--- src/rtl/assert_macros.svh ---
// ----------------------------------------------------------------------------
// assertion macros
// shared implication checks, clocked on clk and masked during reset
// ----------------------------------------------------------------------------
`ifndef ASSERT_MACROS_SVH
`define ASSERT_MACROS_SVH

// same-cycle implication
`define CHK_IMPL(label, ante, cons, msg) \
	label: assert property (@(posedge clk) disable iff (!arst_n) (ante) |-> (cons)) \
		else $error(msg);

// next-cycle implication
`define CHK_NEXT(label, ante, cons, msg) \
	label: assert property (@(posedge clk) disable iff (!arst_n) (ante) |=> (cons)) \
		else $error(msg);

`endif

--- src/rtl/ttlhc_pkg.sv ---
// ----------------------------------------------------------------------------
// ttlhc_pkg
// types and constants of the expiring hash cache
// ----------------------------------------------------------------------------
package ttlhc_pkg;

	localparam int SLOTS_DEF        = 512;
	localparam int PROBE_WINDOW_DEF = 32;
	localparam int CAP_W            = 10;
	localparam int HASH_STEPS       = 8;
	localparam int DIV_STEPS        = 32;

	localparam logic [CAP_W-1:0] CAP_RESET = 10'd512;
	localparam logic [31:0] FNV_BASIS = 32'h811C9DC5;
	localparam logic [31:0] FNV_PRIME = 32'h01000193;

	localparam logic FUNC_LOOKUP = 1'b0;
	localparam logic FUNC_INSERT = 1'b1;

	localparam logic [1:0] OUT_UPDATED = 2'd0;
	localparam logic [1:0] OUT_REUSED  = 2'd1;
	localparam logic [1:0] OUT_EVICTED = 2'd2;
	localparam logic [1:0] OUT_IGNORED = 2'd3;

	typedef struct packed {
		logic        func;
		logic [63:0] key;
		logic [31:0] host;
		logic [15:0] port;
		logic [31:0] ttl;
		logic [31:0] now;
	} req_t;

	typedef struct packed {
		logic        valid;
		logic [63:0] key;
		logic [31:0] host;
		logic [15:0] port;
		logic [31:0] expiry;
	} entry_t;

	typedef enum logic [1:0] {
		F_IDLE,
		F_HASH,
		F_MOD,
		F_PUSH
	} front_state_t;

	typedef enum logic [1:0] {
		B_CLEAR,
		B_IDLE,
		B_PROBE,
		B_DONE
	} back_state_t;

endpackage

--- src/rtl/ttlhc_front.sv ---
// ----------------------------------------------------------------------------
// ttlhc_front
// takes a request, hashes the key and reduces it modulo the capacity
// ----------------------------------------------------------------------------
`include "assert_macros.svh"

module ttlhc_front #(
	parameter int SW = 9
) (
	input  logic                        clk,
	input  logic                        arst_n,
	input  logic                        in_valid,
	output logic                        in_stall,
	input  ttlhc_pkg::req_t             req_in,
	input  logic [ttlhc_pkg::CAP_W-1:0] cap,
	input  logic                        hold,
	input  logic                        q_full,
	output logic                        push,
	output ttlhc_pkg::req_t             push_req,
	output logic [SW-1:0]               push_start
);
	import ttlhc_pkg::*;

	front_state_t state_q, state_d;
	req_t         req_q;
	logic [31:0]  h_q;
	logic [63:0]  key_sh_q;
	logic [CAP_W-1:0] rem_q;
	logic [4:0]   cnt_q;
	logic         accept;
	logic [CAP_W:0] trial;
	logic [CAP_W:0] diff;
	logic [31:0]  h_mix;

	assign accept = (state_q == F_IDLE) && in_valid && !hold;
	assign trial  = {rem_q, h_q[31]};
	assign diff   = trial - {1'b0, cap};
	assign h_mix  = (h_q ^ {24'd0, key_sh_q[7:0]}) * FNV_PRIME;

	always_comb begin
		state_d = state_q;
		unique case (state_q)
			F_IDLE: begin
				if (accept) state_d = F_HASH;
			end
			F_HASH: begin
				if (cnt_q == 5'(HASH_STEPS - 1)) state_d = F_MOD;
			end
			F_MOD: begin
				if (cnt_q == 5'(DIV_STEPS - 1)) state_d = F_PUSH;
			end
			F_PUSH: begin
				if (!q_full) state_d = F_IDLE;
			end
			default: state_d = F_IDLE;
		endcase
	end

	always_comb begin
		in_stall = (state_q != F_IDLE) || hold;
		push     = (state_q == F_PUSH) && !q_full;
	end

	assign push_req   = req_q;
	assign push_start = SW'(rem_q);

	always_ff @(posedge clk or negedge arst_n) begin
		if (!arst_n) begin
			state_q <= F_IDLE;
			cnt_q   <= '0;
		end else begin
			state_q <= state_d;
			if (state_q != state_d) cnt_q <= '0;
			else if (state_q == F_HASH || state_q == F_MOD) cnt_q <= cnt_q + 5'd1;
		end
	end

	always_ff @(posedge clk) begin
		unique case (state_q)
			F_IDLE: begin
				if (accept) begin
					req_q    <= req_in;
					h_q      <= FNV_BASIS;
					key_sh_q <= req_in.key;
					rem_q    <= '0;
				end
			end
			F_HASH: begin
				h_q      <= h_mix;
				key_sh_q <= key_sh_q >> 8;
			end
			F_MOD: begin
				// restoring remainder, one dividend bit per cycle
				h_q   <= h_q << 1;
				rem_q <= (trial >= {1'b0, cap}) ? diff[CAP_W-1:0] : trial[CAP_W-1:0];
			end
			F_PUSH: begin
			end
			default: begin
			end
		endcase
	end

	`CHK_IMPL(a_push_after_mod, push, $past(state_q) == F_MOD || $past(state_q) == F_PUSH, "push without reduction")

endmodule

--- config.mk ---
export PLATFORM = sky130hd
export DESIGN_NAME = ttlhc_front
export DESIGN_NICKNAME = d
export VERILOG_FILES = /design/src/rtl/ttlhc_pkg.sv /design/src/rtl/ttlhc_front.sv
export VERILOG_INCLUDE_DIRS = /design/src /design/src/rtl
export SDC_FILE = /design/constraint.sdc
export NUM_CORES = 1
export LEC_CHECK = 0
export BUFFER_PORTS_ARGS = -buffer_cell sky130_fd_sc_hd__buf_2
export CORE_ASPECT_RATIO = 2
export CORE_MARGIN = 5
export CORE_UTILIZATION = 45
export CTS_CLUSTER_DIAMETER = 200
export DETAILED_ROUTE_END_ITERATION = 8
export GPL_ROUTABILITY_DRIVEN = 0
export PLACE_DENSITY_LB_ADDON = 0.25
export SLEW_MARGIN = 20
export SYNTH_ARGS = -nofsm -noshare
export SYNTH_HDL_FRONTEND = slang
export SYNTH_SLANG_ARGS = --single-unit
export TNS_END_PERCENT = 30
--- constraint.sdc ---
create_clock -name clk -period 7.4 [get_ports clk]
set_input_delay 0.74 -clock clk [delete_from_list [all_inputs] [get_ports clk]]
set_output_delay 0.74 -clock clk [all_outputs]
set_load 0.01 [all_outputs]
=== Yosys cells after proc, flatten, opt, wreduce, memory -nomap -nowiden ===
Cells that the tools add are included.

* Flip-flop bits (word level): 290

* $add $sub $neg: 2
* Multiply operators: 1
* $lt $le $gt $ge: 1
* Eq/ne operators: 7
* Mux-type cells: 14
* Bitwise operators: 1
* Reduce and logical (&&, ||, !) cells: 17

{| class="wikitable"
|+ Operators by type and width
! operator !! count
|-
| case mux 64 bit (2 select lines) || 1
|-
| case mux 32 bit (3 select lines) || 1
|-
| two-way mux 64 bit || 1
|-
| multiplier 32 x 25 -> 32 bit, second input constant || 1
|-
| two-way mux 32 bit || 1
|-
| XOR 32 x 8 -> 32 bit || 1
|-
| two-way mux 10 bit || 2
|-
| case mux 10 bit (2 select lines) || 1
|-
| >= comparator 11 x 10 -> 1 bit || 1
|-
| two-way mux 5 bit || 2
|-
| subtractor 10 bit || 1
|-
| two-way mux 2 bit || 4
|-
| case mux 2 bit (4 select lines) || 1
|-
| AND reduction 2 bit || 4
|-
| nonzero test 2 bit || 4
|-
| adder 5 x 1 -> 5 bit, second input constant || 1
|-
| equality test 5 x 3 -> 1 bit, second input constant || 1
|-
| equality test 5 bit, second input constant || 1
|-
| equality test 2 bit, second input constant || 2
|-
| logical AND 1 bit || 3
|-
| nonzero test 3 bit || 1
|-
| equality test 2 x 1 -> 1 bit, second input constant || 1
|-
| logical NOT 1 bit || 2
|-
| logical NOT 2 bit || 1
|-
| other kinds (3) || 4
|}

=== Depth between registers and ports, before layout ===
* Word-level depth: 7
* Mapped depth: 22

=== Least setup slack after synthesis ===
Ideal clock, no wire load.

* Path type: flip-flop to flip-flop
* From: register state_q[1]
* To: register key_sh_q[0] (enable)
* Library setup time: 0.574 ns
* Arrival: 5.563 ns
* Data required time: 6.826 ns
* Setup slack: 1.262 ns
* Stages on the path, launching flop included: 6
* Path buffers: 1
* Period minus slack after synthesis: 6.138 ns
* Cell sequence: dfrtp_1 inv_1 ha_1 clkbuf_1 inv_2 o21ai_0

* Cells in the longest elaborated chain, start to end: 5
* Elaborated cells on any way between the ends: 7
* Those cells by class: 2 x eq/ne; 5 x reduce/logical

{| class="wikitable"
|+ RTL lines
! item !! line !! source
|-
| from (decl) || ttlhc_front.sv:24 || <nowiki>front_state_t state_q, state_d;</nowiki>
|-
| from (signal assigned) || ttlhc_front.sv:72 || <nowiki>state_q <= state_d;</nowiki>
|-
| logical NOT 2 bit || ttlhc_front.sv:35, ttlhc_front.sv:79 ||
|-
| logical AND 1 bit (2 in a row) || ttlhc_front.sv:35 || <nowiki>assign accept = (state_q == F_IDLE) && in_valid && !hold;</nowiki>
|-
| inequality test 2 bit (no source line) || - ||
|-
| AND reduction 2 bit (no source line) (*) || - ||
|-
| to (signal assigned) || ttlhc_front.sv:84 || <nowiki>key_sh_q <= req_in.key;</nowiki>
|-
| to (signal assigned) || ttlhc_front.sv:90 || <nowiki>key_sh_q <= key_sh_q >> 8;</nowiki>
|-
| to (decl) || ttlhc_front.sv:27 || <nowiki>logic [63:0] key_sh_q;</nowiki>
|}

Every way passes the cells marked *; elsewhere a longest branch is shown, timed or not.
A chain may end at the register's enable or synchronous reset.

=== Worst setup path in the final report ===
* From: register key_sh_q[6]
* To: register h_q[30] (data pin)

* Cells in the longest elaborated chain, start to end: 3

{| class="wikitable"
|+ RTL lines
! item !! line !! source
|-
| XOR 32 x 8 -> 32 bit || ttlhc_front.sv:38 || <nowiki>assign h_mix = (h_q ^ {24'd0, key_sh_q[7:0]}) * FNV_PRIME;</nowiki>
|-
| multiplier 32 x 25 -> 32 bit || ttlhc_front.sv:38 ||
|-
| case mux 32 bit (3 select lines) || ttlhc_front.sv:79 || <nowiki>unique case (state_q)</nowiki>
|-
| to (signal assigned) || ttlhc_front.sv:89 || <nowiki>h_q <= h_mix;</nowiki>
|-
| to (signal assigned) || ttlhc_front.sv:94 || <nowiki>h_q <= h_q << 1;</nowiki>
|-
| to (decl) || ttlhc_front.sv:26 || <nowiki>logic [31:0] h_q;</nowiki>
|}

Every way passes these cells.

==> run_results.csv <==
group,metric,value,unit
status,status,"finished clean",
timing,tns,0,ns
clocking,root_buffer,"clkbuf_16",
clocking,cts_buffers,25,
setup_path,critPathArrivalTime,6.22,ns
global_route,grt_usage,21.5,%
logic_synthesis,synth_edf_count,283,
finish,multi_input_area,7090,sq um
setup_path,cpLargestDelayFamily,"adder cells",
clocking,ctsHtreeMaxLevel,1,
logic_synthesis,syn-instance-count,1243,
clocking,clock_path_buffers,3,
logic_synthesis,syn_area,16700,sq um
setup_path,slowest_stage,"fa_1",
logic_synthesis,synth-async-reset-ratio,2.41,%
finish,finalNetCount,2098,
logic_synthesis,synthSimpleGateAreaFrac,4.63,%
floorplan,rows,99,
floorplan,start_util,45.7,%
drt,drtIter0Drc,547,
finish,syn_to_final_growth,19.8,%
clocking,cts_sinks,290,
floorplan,die-height,282,microns
timing,relSlewSlack,29.1,%
logic_synthesis,postSynthRegisterBits,290,
global_route,grt_max_degree,117,
global_route,first_global_vias,12500,
logic_synthesis,synth.mux.area_fraction,4.09,%
worst_hold_path,hold_path_class,"in -> reg",
run,max_cap_viol_count,0,
global_route,top_usage_layer,"met2",
drt,vias,11100,
setup_path,cp-start-kind,"register",
timing,drv_slew,0,
logic_synthesis,yosysUniqueCellTypes,64,
logic_synthesis,synthXorXnorAreaFrac,2.78,%
timing,fmax,169,MHz
setup_path,path_common_cell,"ha_1",
drt,wl_per_cell,21.4,microns
finish,final-seq-area,8670,sq um
finish,fill_cells,3121,
setup_path,end_kind,"register",
timing,post-route-min-period,5.90,ns
setup_path,cp_slowest_stage_delay,0.53,ns
floorplan,die-width,146,microns
timing,worstMarginPinSlew,1.06,ns
timing,setup_viol,0,
timing,fin_crit_sh,79.8,%
placed_design,place.detailed.hpwl,36500,microns
logic_synthesis,synth_adder_area_share,24.0,%
setup_path,crit_chain,"xnor2_1 -> inv_1 -> and2_1 -> ha_1 -> fa_1 -> ha_1 -> fa_1 -> ha_1 -> inv_1 -> fa_1 -> inv_1 -> ha_1 -> and3_1 -> a221oi_1 -> nor2b_1 -> nor2_2 -> a2111oi_0 -> or3_1 -> a32o_1",
worst_hold_path,hold_path_depth,1,
timing,rsz0062_at_grt,"false",
floorplan,ios,380,
drt,viasPerCell,5.29,
clocking,post_cts_resized,0,
setup_path,cp_num_cells,19,
finish,drive_gt1_share,30.0,%
global_route,grt_overflow,0,
clocking,cts_setup_buffers,0,
drt,dr.pass1.iters,6,
global_route,grt_use_met3,4.52,%
global_route,grt_pass1_wl,68600,microns
clocking,cts_tree,"done",
drt,drc,0,
timing,fin_worst_skew,0.0254,ns
drt,wl,45000,microns
setup_path,worstPathMaxFanout,8,
finish,utilization,54.7,%
floorplan,coreArea,36500,sq um
setup_path,required,7.72,ns
logic_synthesis,yosysSeqAreaShare,52.0,%
timing,hold_violations,0,
placed_design,numPortBuffers,379,
clocking,clk_pin_slew_worst_paths,0.08,ns
floorplan,dieArea,41300,sq um
logic_synthesis,synth_nets,1710,
logic_synthesis,synth_top_family_by_area,"adder cells",
clocking,clk_latency,0.55,ns
timing,setup_slack,1.50,ns
global_route,grtUsageMet1,20.2,%
setup_path,crit_type,"reg -> reg",
logic_synthesis,yosysWarnings,0,
setup_path,reg2regPathDepth,19,
logic_synthesis,syn_area_per_cell,13.4,sq um
setup_path,worst-path-buf-inv,3,
logic_synthesis,ys.flop_type,"edfxtp_1",
drt,final_antenna_net_count,0,
clocking,cts_hold_buf,1,
global_route,use_met2,43.4,%
logic_synthesis,synth-compound-area-share,6.80,%
global_route,antenna_found_initial,3,
placed_design,pre_cts_slack,1.52,ns
## synthesized netlist by cell type (12+ instances only)
cell / number / share of area, %
inv_1: 214 / 4.8
nand3_1: 18 / 0.54
clkbuf_1: 12 / 0.27
nor2_1: 40 / 0.90
xor2_1: 19 / 1.0
o21ai_0: 14 / 0.42
xnor2_1: 32 / 1.7
fa_1: 75 / 9.0
a21oi_1: 38 / 1.1
edfxtp_1: 283 / 51
mux2_2: 56 / 3.8
nor2b_1: 15 / 0.56
o21ai_1: 17 / 0.51
nand2_1: 36 / 0.81
ha_1: 200 / 15
## final timing paths
kind / from / slack [ns] / end
setup reg to reg: key_sh_q[6] / 1.50 / h_q[30]
hold / removal: req_in[71] / 0.36 / push_req[71]
min in group asynchronous: arst_n / 0.54 / state_q[1]
max in group asynchronous: arst_n / 6.69 / cnt_q[2]
hold reg to reg: key_sh_q[32] / 0.54 / key_sh_q[24]
setup / recovery: key_sh_q[6] / 1.50 / h_q[30]
## flip-flops by register name, summed over array words and instances (netlist names)
| signal | count |
|---|---|
| push_req | 177 |
| key_sh_q | 64 |
| state_q | 2 |
| rem_q | 10 |
| cnt_q | 5 |
| h_q | 32 |
## stage by stage
step	instances	hold slack, ns	instance area [sq um]
floorplan	1243	0.444	16700
global placement	2057	0.530	19100
detailed placement	2057	0.532	19100
CTS	2103	0.327	20000
global route	2103	0.328	20000
finish	2105	0.360	20000
## layout by cell type (no fill, tap or decap), types with 4 or more instances in the layout
| cell | Yosys | routed |
|---|---|---|
| clkinv_1 | 0 | 4 |
| nor2b_1 | 15 | 15 |
| and3_1 | 5 | 5 |
| dfrtp_1 | 7 | 7 |
| nand2b_1 | 7 | 7 |
| nand2_1 | 36 | 36 |
| mux2_2 | 56 | 56 |
| mux2i_1 | 4 | 4 |
| nand3b_1 | 5 | 5 |
| fa_1 | 75 | 75 |
| ha_1 | 200 | 199 |
| a211oi_1 | 6 | 6 |
| nand4_1 | 4 | 4 |
| o21ai_0 | 14 | 13 |
| a221o_1 | 7 | 7 |
| bufinv_16 | 0 | 4 |
| o21ai_1 | 17 | 17 |
| buf_4 | 9 | 9 |
| and2_1 | 4 | 4 |
| o21bai_1 | 4 | 4 |
| a21o_1 | 11 | 11 |
| edfxtp_1 | 283 | 283 |
| xnor2_1 | 32 | 32 |
| nor3_1 | 10 | 10 |
| o31ai_1 | 5 | 5 |
| clkbuf_16 | 0 | 25 |
| a22oi_1 | 8 | 8 |
| nand3_1 | 18 | 18 |
| buf_2 | 0 | 379 |
| inv_1 | 214 | 213 |
| a21oi_1 | 38 | 37 |
| o21a_1 | 11 | 11 |
| xor2_1 | 19 | 19 |
| or3_1 | 7 | 7 |
| a22o_1 | 4 | 4 |
| o211ai_1 | 9 | 9 |
| nor2_1 | 40 | 40 |
## layer usage
layer | part of all wire (%) | wire length [microns]
met1 | 30 | 13600
met2 | 58 | 26000
met3 | 6.6 | 2990
met4 | 5.2 | 2360
met5 | 0.044 | 20
## cell type report
type | count | area share, %
multi-input cells | 708 | 35.5
diodes | 2 | 0.0251
well taps | 454 | 2.84
clock buffers | 28 | 3.19
inverters | 217 | 4.10
clock inverters | 17 | 1.06
flip-flops and latches | 290 | 43.4
repair buffers | 389 | 9.88
## kinds of logic after synthesis
group / Yosys count
AO/OA/AOI/OAI: 163
adder cells (fa/ha/maj): 275
multiplexers: 61
AND/OR/NAND/NOR: 157
XOR/XNOR: 52
buffers and inverters: 245
flip-flops: 290
Power is left out: the tool's default activity adds up to more than one toggle a clock period on the data nets, which glitch-free logic cannot reach.
