===== src/rtl/assert_macros.svh =====
// ----------------------------------------------------------------------------
// assertion macros
// shared implication checks, clocked on clk and masked during reset
// ----------------------------------------------------------------------------
`ifndef ASSERT_MACROS_SVH
`define ASSERT_MACROS_SVH

// same-cycle implication
`define CHK_IMPL(label, ante, cons, msg) \
	label: assert property (@(posedge clk) disable iff (!arst_n) (ante) |-> (cons)) \
		else $error(msg);

// next-cycle implication
`define CHK_NEXT(label, ante, cons, msg) \
	label: assert property (@(posedge clk) disable iff (!arst_n) (ante) |=> (cons)) \
		else $error(msg);

`endif


===== src/rtl/ttlhc_pkg.sv =====
// ----------------------------------------------------------------------------
// ttlhc_pkg
// types and constants of the expiring hash cache
// ----------------------------------------------------------------------------
package ttlhc_pkg;

	localparam int SLOTS_DEF        = 512;
	localparam int PROBE_WINDOW_DEF = 32;
	localparam int CAP_W            = 10;
	localparam int HASH_STEPS       = 8;
	localparam int DIV_STEPS        = 32;

	localparam logic [CAP_W-1:0] CAP_RESET = 10'd512;
	localparam logic [31:0] FNV_BASIS = 32'h811C9DC5;
	localparam logic [31:0] FNV_PRIME = 32'h01000193;

	localparam logic FUNC_LOOKUP = 1'b0;
	localparam logic FUNC_INSERT = 1'b1;

	localparam logic [1:0] OUT_UPDATED = 2'd0;
	localparam logic [1:0] OUT_REUSED  = 2'd1;
	localparam logic [1:0] OUT_EVICTED = 2'd2;
	localparam logic [1:0] OUT_IGNORED = 2'd3;

	typedef struct packed {
		logic        func;
		logic [63:0] key;
		logic [31:0] host;
		logic [15:0] port;
		logic [31:0] ttl;
		logic [31:0] now;
	} req_t;

	typedef struct packed {
		logic        valid;
		logic [63:0] key;
		logic [31:0] host;
		logic [15:0] port;
		logic [31:0] expiry;
	} entry_t;

	typedef enum logic [1:0] {
		F_IDLE,
		F_HASH,
		F_MOD,
		F_PUSH
	} front_state_t;

	typedef enum logic [1:0] {
		B_CLEAR,
		B_IDLE,
		B_PROBE,
		B_DONE
	} back_state_t;

endpackage


===== src/rtl/ttlhc_fifo.sv =====
// ----------------------------------------------------------------------------
// ttlhc_fifo
// two-entry request queue between front and back
// ----------------------------------------------------------------------------
`include "assert_macros.svh"

module ttlhc_fifo #(
	parameter int W = 8
) (
	input  logic         clk,
	input  logic         arst_n,
	input  logic         push,
	input  logic [W-1:0] pdata,
	input  logic         pop,
	output logic [W-1:0] rdata,
	output logic         full,
	output logic         empty
);
	import ttlhc_pkg::*;

	logic [W-1:0] buf_q [2];
	logic         wptr_q, rptr_q;
	logic [1:0]   cnt_q;

	assign full  = (cnt_q == 2'd2);
	assign empty = (cnt_q == 2'd0);
	assign rdata = buf_q[rptr_q];

	always_ff @(posedge clk or negedge arst_n) begin
		if (!arst_n) begin
			wptr_q <= 1'b0;
			rptr_q <= 1'b0;
			cnt_q  <= '0;
		end else begin
			if (push) wptr_q <= !wptr_q;
			if (pop) rptr_q <= !rptr_q;
			cnt_q <= cnt_q + {1'b0, push} - {1'b0, pop};
		end
	end

	always_ff @(posedge clk) begin
		if (push) buf_q[wptr_q] <= pdata;
	end

	`CHK_IMPL(a_no_overflow, push, !full, "push into full queue")
	`CHK_IMPL(a_no_underflow, pop, !empty, "pop from empty queue")

endmodule


===== config.mk =====
export PLATFORM = sky130hd
export DESIGN_NAME = ttlhc_fifo
export DESIGN_NICKNAME = d
export VERILOG_FILES = /design/src/rtl/ttlhc_pkg.sv /design/src/rtl/ttlhc_fifo.sv
export VERILOG_INCLUDE_DIRS = /design/src /design/src/rtl
export SDC_FILE = /design/constraint.sdc
export NUM_CORES = 1
export LEC_CHECK = 0
export BUFFER_PORTS_ARGS = -buffer_cell sky130_fd_sc_hd__buf_4
export CORE_MARGIN = 4
export CORE_UTILIZATION = 52
export CTS_BUF_LIST = sky130_fd_sc_hd__clkbuf_4 sky130_fd_sc_hd__clkbuf_8
export DETAILED_ROUTE_END_ITERATION = 7
export PLACE_DENSITY = 0.79
export SYNTH_ARGS = -nofsm -noshare
export SYNTH_HDL_FRONTEND = slang
export SYNTH_SLANG_ARGS = --single-unit
export TNS_END_PERCENT = 100

===== constraint.sdc =====
create_clock -name clk -period 1.89 [get_ports clk]
set_input_delay 0.378 -clock clk [delete_from_list [all_inputs] [get_ports clk]]
set_output_delay 0.378 -clock clk [all_outputs]
set_load 0.005 [all_outputs]

# [Yosys cells after proc, flatten, opt, wreduce, memory -nomap -nowiden]
# Memories as Yosys holds them, arrays and structs flattened.
# Cells that the tools add are included.
[classes] n_addsub=2 n_eq_ne=1 muxes=2 reduce_logical=3
[ops] op="2-bit by 1-bit adder with 2-bit output" count=1
[ops] op="2-bit equality test, second input constant" count=1
[ops] op="1-bit logical NOT" count=2
[ops] op="2-bit logical NOT" count=1
[ops] op="1-bit 2-to-1 mux" count=2
[ops] op="2-bit by 1-bit subtractor with 2-bit output" count=1
[word_totals] ff_bits=4 ramBits=16 mem_count=1
[mem_list] name="buf_q" words=2 width=8 read_ports=1 rd_clocked_by_memory_dff=0 wr=1 line_no="ttlhc_fifo.sv:21" rtl="logic [W-1:0] buf_q [2];"

# [Logic depth before layout (Yosys ltp)]
# Gate-level depths: netlist of the first run.
[depth] ltp_word=2 mapped_depth=5 depth_no_buf=5

# [Worst setup path before layout of the first run]
# OpenSTA, ideal clock, no wires.
[synth_timing] path_kind="input -> register" from="input pop" to="register cnt_q[1]" arrival_ns=1.188 t_required_ns=1.755 setup_slack_ns=0.566 cell_stages=4 path_buffers=0 cell_sequence="ha_1 inv_1 ha_1 xor3_1"
[synth_between] elab_chain_len=1
[synth_lines] element="from (decl)" line_no="ttlhc_fifo.sv:14" rtl="input logic pop,"
[synth_lines] element="2-bit by 1-bit subtractor with 2-bit output" line_no="ttlhc_fifo.sv:37" rtl="cnt_q <= cnt_q + {1'b0, push} - {1'b0, pop};"
[synth_lines] element="to (signal assigned)" line_no="ttlhc_fifo.sv:37"
[synth_lines] element="to (decl)" line_no="ttlhc_fifo.sv:23" rtl="logic [1:0] cnt_q;"
# No other way between the ends.
# A chain may end at the register's enable or synchronous reset.

# [Final worst setup path of the first run]
[layout_timing] from="register rptr_q" to="output rdata[7]"
[layout_between] elab_chain_len=1
[layout_lines] element="from (decl)" line_no="ttlhc_fifo.sv:22" rtl="logic wptr_q, rptr_q;"
[layout_lines] element="from (signal assigned)" line_no="ttlhc_fifo.sv:36" rtl="if (pop) rptr_q <= !rptr_q;"
[layout_lines] element="memory 2 x 8 bit"
[layout_lines] element="to (decl)" line_no="ttlhc_fifo.sv:15" rtl="output logic [W-1:0] rdata,"
# No other way between the ends.

==> flow_metrics.env, run 1 <==
export IMPL_drt_iter0_drc=11
export IMPL_core_area_um2=1380
export IMPL_die_height_um=47.4
export IMPL_tightest_slew_ns=0.385
export IMPL_setup_viol=0
export IMPL_p_clk_share_pct=22.8
export IMPL_cpPeakStageDelay_ns=0.55
export IMPL_row_count=13
export IMPL_synth_main_ff_cell="edfxtp_1"
export IMPL_htree_num_levels=1
export IMPL_p_sw_uw=356
export IMPL_synth_area_um2=808
export IMPL_slew_headroom_pct=74.4
export IMPL_clk_pin_slew_ns=0.11
export IMPL_critPathRequiredTime_ns=1.51
export IMPL_dpl_hpwl_um=871
export IMPL_crit_fanout=9
export IMPL_postSynthAreaPerCell_um2=20.2
export IMPL_worstSetupPathType="flop to output port"
export IMPL_ir_drop_v=0.000898
export IMPL_area_delta_synth_final_pct=29.3
export IMPL_ioPinCount=22
export IMPL_synth_area_leader_cell="edfxtp_1"
export IMPL_cts_sinks=20
export IMPL_netlist_top_cells_area="edfxtp_1, mux2_4, dfrtp_1, ha_1, xor3_1"
export IMPL_die_width_um=47.4
export IMPL_rr_worst_depth=5
export IMPL_grt_pass1_wl_mm=1.73
export IMPL_cap_violations=0
export IMPL_cts_root_buf="clkbuf_4"
export IMPL_cts_tree="built"
export IMPL_synth_distinct_cells=11
export IMPL_drive_above_1_share_pct=53.0
export IMPL_grt_pass1_vias=408
export IMPL_numCtsBuffers=3
export IMPL_synth_edff_count=16
export IMPL_post_cts_buffers=0
export IMPL_initial_core_util_pct=58.5
export IMPL_grt_overflow_total=0
export IMPL_min_period_ns=1.69
export IMPL_drc=0
export IMPL_maxSlewViolCount=0
export IMPL_clock_latency_ns=0.29
export IMPL_slowest_stage="dfrtp_2"
export IMPL_antenna_left=0
export IMPL_cp_start_kind="flop"
export IMPL_fin_skew_ns=0.00403
export IMPL_synth_net_count=54
export IMPL_min_period_over_period_pct=89.3
export IMPL_crit_cells=2
export IMPL_wl_mm=1.11
export IMPL_fin_nets=81
export IMPL_yosysWarnings=0
export IMPL_path_cells="mux2_4, buf_4"
export IMPL_place_gp_congestion=0.619
export IMPL_ys_seq_area_share_pct=71.8
export IMPL_grt_setup_unrepaired="false"
export IMPL_max_freq_mhz=592
export IMPL_antenna_found_initial=0
export IMPL_wl_per_cell_um=13.8
export IMPL_hp_class="input pin to flop"
export IMPL_vias_per_cell=5.05
export IMPL_p_int_uw=1140
export IMPL_hold_viol=0
export IMPL_synthCells=40
export IMPL_yosysTopAreaCellShare_pct=59.4
export IMPL_firstDrtPassIters=4
export IMPL_cp_arrival_ns=1.31
export IMPL_whs_path_depth=2
export IMPL_clockBufferDepth=2
export IMPL_outcome="finished, final reports clean"
export IMPL_grt_use_total_pct=11.7
export IMPL_die_area_um2=2250
export IMPL_p_leak_uw=0.000459
export IMPL_combPwrFrac_pct=30.8
export IMPL_vias=409
export IMPL_final_area_um2=1040
export IMPL_setup_tns_final_ns=0
export IMPL_nFillCells=88
export IMPL_p_sw_share_pct=23.8
export IMPL_antenna_cells=0
export IMPL_synth_most_common_cell="edfxtp_1"
export IMPL_async_reset_ff_share_pct=20.0
export IMPL_powerDensity_nw_per_um2=1430
export IMPL_crit_buf_inv=1
export IMPL_dpl_cell_area_um2=981
export IMPL_synthTopCellsByCount="edfxtp_1, mux2_4, dfrtp_1"
export IMPL_ys_ff_latch=20
export IMPL_portBuffers=21
export IMPL_grt_max_degree=13
export IMPL_critPathTopFamily="flip-flops"
export IMPL_p_seq_share_pct=46.4
export IMPL_end_kind="output port"
[timing repair]
| action | 4_1_cts | 5_1_grt |
|---|---|---|
| hold endpoints to repair | 4 | 0 |
| setup endpoints to repair | 0 | 8 |
| resized for setup | 0 | 1 |
| hold buffers | 1 | 0 |
[power by group through the flow]
| stage | Sequential, µW | Clock (µW) | Combinational (µW) |
|---|---|---|---|
| after global placement | 695 | 0 | 461 |
| after detailed placement | 705 | 0 | 470 |
| final | 693 | 340 | 461 |
| after floorplan | 646 | 0 | 334 |
| after global routing | 710 | 371 | 505 |
| after CTS | 694 | 348 | 473 |
[per-layer routing]
| metal | vias to the layer above | part of all wire, % | track usage, % |
|---|---|---|---|
| li1 | 199 | - | - |
| met1 | 196 | 35 | 12.0 |
| met2 | 12 | 57 | 21.9 |
| met3 | 2 | 6.9 | 2.26 |
| met4 | 0 | 0.54 | 6.63 |
| met5 | - | 0 | 0 |
[worst paths after layout]
check                           slack [ns]       end      from
worst max-delay path                  0.20  rdata[7]    rptr_q
worst min-delay path                  0.25    rptr_q       pop
worst max register to register        0.53  cnt_q[1]  cnt_q[0]
worst min register to register        0.50    wptr_q    wptr_q
max in group asynchronous             1.38    rptr_q    arst_n
min in group asynchronous             0.40    rptr_q    arst_n
[registers in the layout, indices dropped and copies added (netlist names)]
name	count
buf_q	16
cnt_q	2
rptr_q	1
wptr_q	1
[area by class of cell]
type	instances	area, µm²	share of cell area [%]
clock inverter	1	30.0	2.87
timing repair buffer	23	175	16.8
tap	15	18.8	1.80
sequential	20	582	55.7
inverter	2	7.51	0.719
multi-input combinational	17	209	20.0
clock buffer	3	22.5	2.16
[stage by stage]
stage / power (µW) / instances / util [%] / setup slack, ns / hold WS (ns)
2_1_floorplan: 980 / 40 / - / 0.566 / 0.0824
3_3_place_gp: 1160 / 76 / 71.0 / 0.403 / 0.176
3_5_place_dp: 1180 / 76 / 71.0 / 0.383 / 0.177
4_1_cts: 1520 / 81 / 75.5 / 0.0416 / 0.251
5_1_grt: 1590 / 81 / 75.6 / 0.135 / 0.240
6_report: 1490 / 81 / 75.6 / 0.201 / 0.252
[worst register-to-register path, stage by stage (launching register included)]
cell	delay, ns
dfrtp_1	0.38
inv_1	0.05
ha_1	0.26
inv_1	0.05
ha_1	0.13
xor3_1	0.38
[cells by family (layout without fill, tap and decap cells)]
group	count (synthesis)	in the layout	share of synthesized area, %
xor gates and xnor gates	3	3	5.11
adders and majority gates	2	2	3.10
buffers and inverters	3	29	2.32
DFF	20	20	71.8
muxes	8	8	14.9
and+or+nand+nor	4	4	2.79
[cells in the final DEF (no fill, tap or decap), types with 2 or more instances in the layout]
cell and n:
buf_4 22, clkbuf_4 3, dfrtp_1 3, ha_1 2, xor2_1 2, nor2b_1 2, edfxtp_1 16, inv_1 2
mux2_4 8
Note: power is estimated with default switching activity, not from simulation.
==> run 2: changes to the inputs <==
--- a/config.mk
+++ b/config.mk
@@ -8,10 +8,11 @@
 export LEC_CHECK = 0
 export BUFFER_PORTS_ARGS = -buffer_cell sky130_fd_sc_hd__buf_4
 export CORE_MARGIN = 4
-export CORE_UTILIZATION = 52
+export CORE_UTILIZATION = 56
 export CTS_BUF_LIST = sky130_fd_sc_hd__clkbuf_4 sky130_fd_sc_hd__clkbuf_8
 export DETAILED_ROUTE_END_ITERATION = 7
-export PLACE_DENSITY = 0.79
+export HOLD_SLACK_MARGIN = 0.06
+export PLACE_DENSITY = 0.84
 export SYNTH_ARGS = -nofsm -noshare
 export SYNTH_HDL_FRONTEND = slang
 export SYNTH_SLANG_ARGS = --single-unit
==> constraint.sdc (replaced) <==
create_clock -name clk -period 2.1 [get_ports clk]
set_input_delay 0.42 -clock clk [delete_from_list [all_inputs] [get_ports clk]]
set_output_delay 0.42 -clock clk [all_outputs]
set_load 0.005 [all_outputs]
==> flow_metrics.env, run 2 (same netlist as run 1, synthesis figures left out) <==
export IMPL_outcome="finished, final reports clean"
export IMPL_antenna_cells=0
export IMPL_p_leak_uw=0.000448
export IMPL_vias=393
export IMPL_maxSlewViolCount=0
export IMPL_clockBufferDepth=2
export IMPL_grt_pass1_vias=357
export IMPL_timing_hold_ws_ns=0.310
export IMPL_cap_violations=0
export IMPL_final_common_cell="buf_4"
export IMPL_row_count=13
export IMPL_final_util_pct=76.3
export IMPL_setup_viol=0
export IMPL_fin_nets=81
export IMPL_largest_reg_flops=16
export IMPL_clock_latency_ns=0.28
export IMPL_slew_headroom_pct=65.6
export IMPL_dpl_cell_area_um2=981
export IMPL_htree_num_levels=1
export IMPL_drt_iter0_drc=5
export IMPL_final_area_um2=1020
export IMPL_slowest_stage="dfrtp_1"
export IMPL_hp_class="input pin to flop"
export IMPL_wl_per_cell_um=13.1
export IMPL_reg2reg_slack_ns=0.71
export IMPL_cts_tree="built"
export IMPL_ioPinCount=22
export IMPL_cp_arrival_ns=1.45
export IMPL_startpoint="rptr_q"
export IMPL_vias_per_cell=4.85
export IMPL_path_cells="mux2_4, buf_4"
export IMPL_largest_register="buf_q"
export IMPL_dpl_hpwl_um=796
export IMPL_critPathRequiredTime_ns=1.68
export IMPL_setup_tns_final_ns=0
export IMPL_crit_fanout=9
export IMPL_initial_core_util_pct=60.6
export IMPL_cp_endpoint="rdata[7]"
export IMPL_die_area_um2=2120
export IMPL_post_cts_buffers=0
export IMPL_cpPeakStageDelay_ns=0.68
export IMPL_antenna_left=0
export IMPL_min_period_ns=1.87
export IMPL_tightest_slew_ns=0.516
export IMPL_cts_sinks=20
export IMPL_place_gp_congestion=0.634
export IMPL_grt_overflow_total=0
export IMPL_grt_pass1_wl_mm=1.55
export IMPL_clk_pin_slew_ns=0.10
export IMPL_powerDensity_nw_per_um2=1200
export IMPL_cts_root_buf="clkbuf_4"
export IMPL_r2r_end="cnt_q[1]"
export IMPL_rr_startpoint="cnt_q[0]"
export IMPL_rr_worst_depth=5
export IMPL_ir_drop_v=0.000724
export IMPL_worstSetupPathType="flop to output port"
export IMPL_antenna_found_initial=0
export IMPL_cp_start_kind="flop"
export IMPL_wl_mm=1.06
export IMPL_numCtsBuffers=3
export IMPL_drive_above_1_share_pct=50.0
export IMPL_min_period_over_period_pct=88.9
export IMPL_die_width_um=46.0
export IMPL_grt_use_total_pct=11.0
export IMPL_max_freq_mhz=536
export IMPL_final_cell_mix="buf_4, edfxtp_1, mux2_4"
export IMPL_core_area_um2=1330
export IMPL_portBuffers=21
export IMPL_grt_max_degree=12
export IMPL_reg_largest_list="buf_q: 16 flops, cnt_q: 2 flops"
export IMPL_drc=0
export IMPL_area_delta_synth_final_pct=25.9
export IMPL_nFillCells=84
export IMPL_grt_setup_unrepaired="false"
export IMPL_die_height_um=46.0
export IMPL_end_kind="output port"
export IMPL_firstDrtPassIters=2
export IMPL_finalPower_uw=1220
export IMPL_hold_viol=0
export IMPL_fin_skew_ns=0.00121
run 2: changes by cell type in the layout (fill, tap and decap cells not counted), sizes merged:
cell,change
bufinv,-1
clkinv,+1
run 2: how the worst min path moves through the flow:
| stage | startpoint | end | slack, ns | cells after the start |
|---|---|---|---|---|
| after global placement | arst_n | rptr_q | 0.22 | 1 |
| final | pdata[7] | buf_q[1][7] | 0.31 | 1 |
| after CTS | pdata[7] | buf_q[0][7] | 0.30 | 1 |
| after global routing | pdata[7] | buf_q[0][7] | 0.28 | 1 |
| after floorplan | arst_n | cnt_q[0] | 0.12 | 0 |
| after detailed placement | arst_n | rptr_q | 0.22 | 1 |
run 2: worst max-delay path, delay by kind of cell, from the launching register on:
kind,cells,cell delay [ns]
muxes,1,0.34
buffers and inverters,1,0.13
DFF,1,0.68
run 2: per-stage QoR:
stage,std cells,setup WS (ns)
2_1_floorplan,40,0.734
3_3_place_gp,76,0.554
5_1_grt,81,0.172
6_report,81,0.233
4_1_cts,81,0.209
3_5_place_dp,76,0.539
run 2: area by class of cell:
cell class / count / area [µm²] / share of cell area, %
inverter: 2 / 7.51 / 0.738
timing repair buffer: 23 / 175 / 17.2
clock inverter: 1 / 3.75 / 0.369
multi-input combinational: 17 / 209 / 20.5
clock buffer: 3 / 22.5 / 2.21
tap: 15 / 18.8 / 1.85
sequential: 20 / 581 / 57.1
run 2: where the power goes:
part,internal (µW),leakage [µW],switching (µW)
logic,293,0.000235,129
registers,539,0.000197,83.0
clock network,69.0,0.0000154,104
total,900,0.000448,316
run 2: what timing repair did:
item | 4_1_cts | 5_1_grt
hold endpoints to repair | 4 | 0
gates resized for setup | 0 | 0
hold buffers | 1 | 0
run 2: metal layers:
metal	wire length, µm	track usage (%)
met1	359	11.2
met2	640	20.6
met3	58	2.37
met4	0	5.11
met5	0	0
==> run 3: changes to the inputs <==
--- a/config.mk
+++ b/config.mk
@@ -8,11 +8,12 @@
 export LEC_CHECK = 0
 export BUFFER_PORTS_ARGS = -buffer_cell sky130_fd_sc_hd__buf_4
 export CORE_MARGIN = 4
-export CORE_UTILIZATION = 56
+export CORE_UTILIZATION = 50
 export CTS_BUF_LIST = sky130_fd_sc_hd__clkbuf_4 sky130_fd_sc_hd__clkbuf_8
 export DETAILED_ROUTE_END_ITERATION = 7
 export HOLD_SLACK_MARGIN = 0.06
-export PLACE_DENSITY = 0.84
+export MAX_ROUTING_LAYER = met4
+export PLACE_DENSITY = 0.77
 export SYNTH_ARGS = -nofsm -noshare
 export SYNTH_HDL_FRONTEND = slang
 export SYNTH_SLANG_ARGS = --single-unit
==> flow_metrics.env, run 3 (same netlist as run 1, synthesis figures left out) <==
export IMPL_slew_headroom_pct=66.3
export IMPL_largest_reg_flops=16
export IMPL_antenna_found_initial=0
export IMPL_firstDrtPassIters=4
export IMPL_crit_fanout=9
export IMPL_fin_skew_ns=0.00394
export IMPL_outcome="finished, final reports clean"
export IMPL_portBuffers=21
export IMPL_grt_max_degree=13
export IMPL_vias_per_cell=5.09
export IMPL_reg_largest_list="buf_q: 16 flops, cnt_q: 2 flops"
export IMPL_initial_core_util_pct=53.0
export IMPL_max_freq_mhz=535
export IMPL_cp_arrival_ns=1.45
export IMPL_cts_tree="built"
export IMPL_post_cts_buffers=0
export IMPL_p_leak_uw=0.000460
export IMPL_cap_violations=0
export IMPL_die_height_um=48.2
export IMPL_wl_per_cell_um=14.9
export IMPL_final_common_cell="buf_4"
export IMPL_numCtsBuffers=3
export IMPL_min_period_ns=1.87
export IMPL_place_gp_congestion=0.628
export IMPL_whs_path_depth=1
export IMPL_min_delay_start="pdata[4]"
export IMPL_grt_pass1_vias=413
export IMPL_startpoint="rptr_q"
export IMPL_grt_pass1_wl_mm=1.78
export IMPL_setup_viol=0
export IMPL_fin_nets=81
export IMPL_clockBufferDepth=2
export IMPL_setup_tns_final_ns=0
export IMPL_tightest_slew_ns=0.505
export IMPL_vias=417
export IMPL_final_cell_mix="buf_4, edfxtp_1, mux2_4"
export IMPL_htree_num_levels=1
export IMPL_maxSlewViolCount=0
export IMPL_area_delta_synth_final_pct=29.3
export IMPL_finalWorstSetupSlack_ns=0.232
export IMPL_hold_viol=0
export IMPL_rr_startpoint="cnt_q[0]"
export IMPL_ioPinCount=22
export IMPL_rr_worst_depth=5
export IMPL_wl_mm=1.22
export IMPL_row_count=14
export IMPL_grt_setup_unrepaired="false"
export IMPL_drive_above_1_share_pct=51.5
export IMPL_clock_latency_ns=0.30
export IMPL_antenna_cells=0
export IMPL_ctsHoldBuffers=1
export IMPL_dpl_hpwl_um=900
export IMPL_die_width_um=48.2
export IMPL_grt_use_total_pct=11.9
export IMPL_largest_register="buf_q"
export IMPL_layoutNonFillerInstCount=82
export IMPL_postCtsResizedCells=0
export IMPL_powerDensity_nw_per_um2=1300
export IMPL_dpl_cell_count=77
export IMPL_cts_root_buf="clkbuf_4"
export IMPL_worstSetupPathType="flop to output port"
export IMPL_cp_start_kind="flop"
export IMPL_grt_overflow_total=0
export IMPL_end_kind="output port"
export IMPL_hp_class="input pin to flop"
export IMPL_dp_slack_ns=0.553
export IMPL_drc=0
export IMPL_ir_drop_v=0.000936
export IMPL_die_area_um2=2320
export IMPL_critPathRequiredTime_ns=1.68
export IMPL_antenna_left=0
export IMPL_cts_sinks=20
export IMPL_core_area_um2=1520
export IMPL_clk_pin_slew_ns=0.11
export IMPL_drt_iter0_drc=9
export IMPL_min_period_over_period_pct=89.0
==> run 3: area by class of cell <==
class                           count  area, µm²
Sequential cell                    20        581
Fill cell                         104        479
Multi-Input combinational cell     17        209
Timing Repair Buffer               23        175
Clock inverter                      1       30.0
Clock buffer                        3       22.5
Tap cell                           16       20.0
Inverter                            2       7.51
==> run 3: path summary, 6_finish.rpt <==
check,slack (ns),to
worst max-delay path,0.23,rdata[5]
worst min-delay path,0.30,buf_q[0][4]
worst max register to register,0.70,cnt_q[1]
worst min register to register,0.50,wptr_q
max in group asynchronous,1.52,cnt_q[0]
min in group asynchronous,0.48,wptr_q
==> run 3: critical path, stage by stage (launching register included) <==
cell	delay (ns)
dfrtp_1	0.67
mux2_4	0.35
buf_4	0.13
==> run 3: stage by stage <==
step           hold WS [ns]  area [µm²]  total power (µW)  utilization, %
2_1_floorplan         0.124         808               882               -
3_3_place_gp          0.219         982              1050            64.4
3_5_place_dp          0.220         982              1070            64.4
4_1_cts               0.294        1040              1370            68.6
5_1_grt               0.281        1040              1430            68.6
6_report              0.298        1040              1350            68.6
==> run 3: power breakdown <==
| part | internal (µW) | switching, µW |
|---|---|---|
| clock | 193 | 114 |
| sequential | 539 | 84.4 |
| combinational | 293 | 132 |
| total | 1020 | 330 |
==> run 3: metal layers <==
| layer | part of all wire (%) | vias to the layer above | GRT usage (%) |
|---|---|---|---|
| li1 | - | 200 | - |
| met5 | 0 | - | - |
| met1 | 33 | 199 | 12.0 |
| met4 | 0 | 0 | 3.23 |
| met2 | 60 | 18 | 22.9 |
| met3 | 6.3 | 0 | 2.21 |
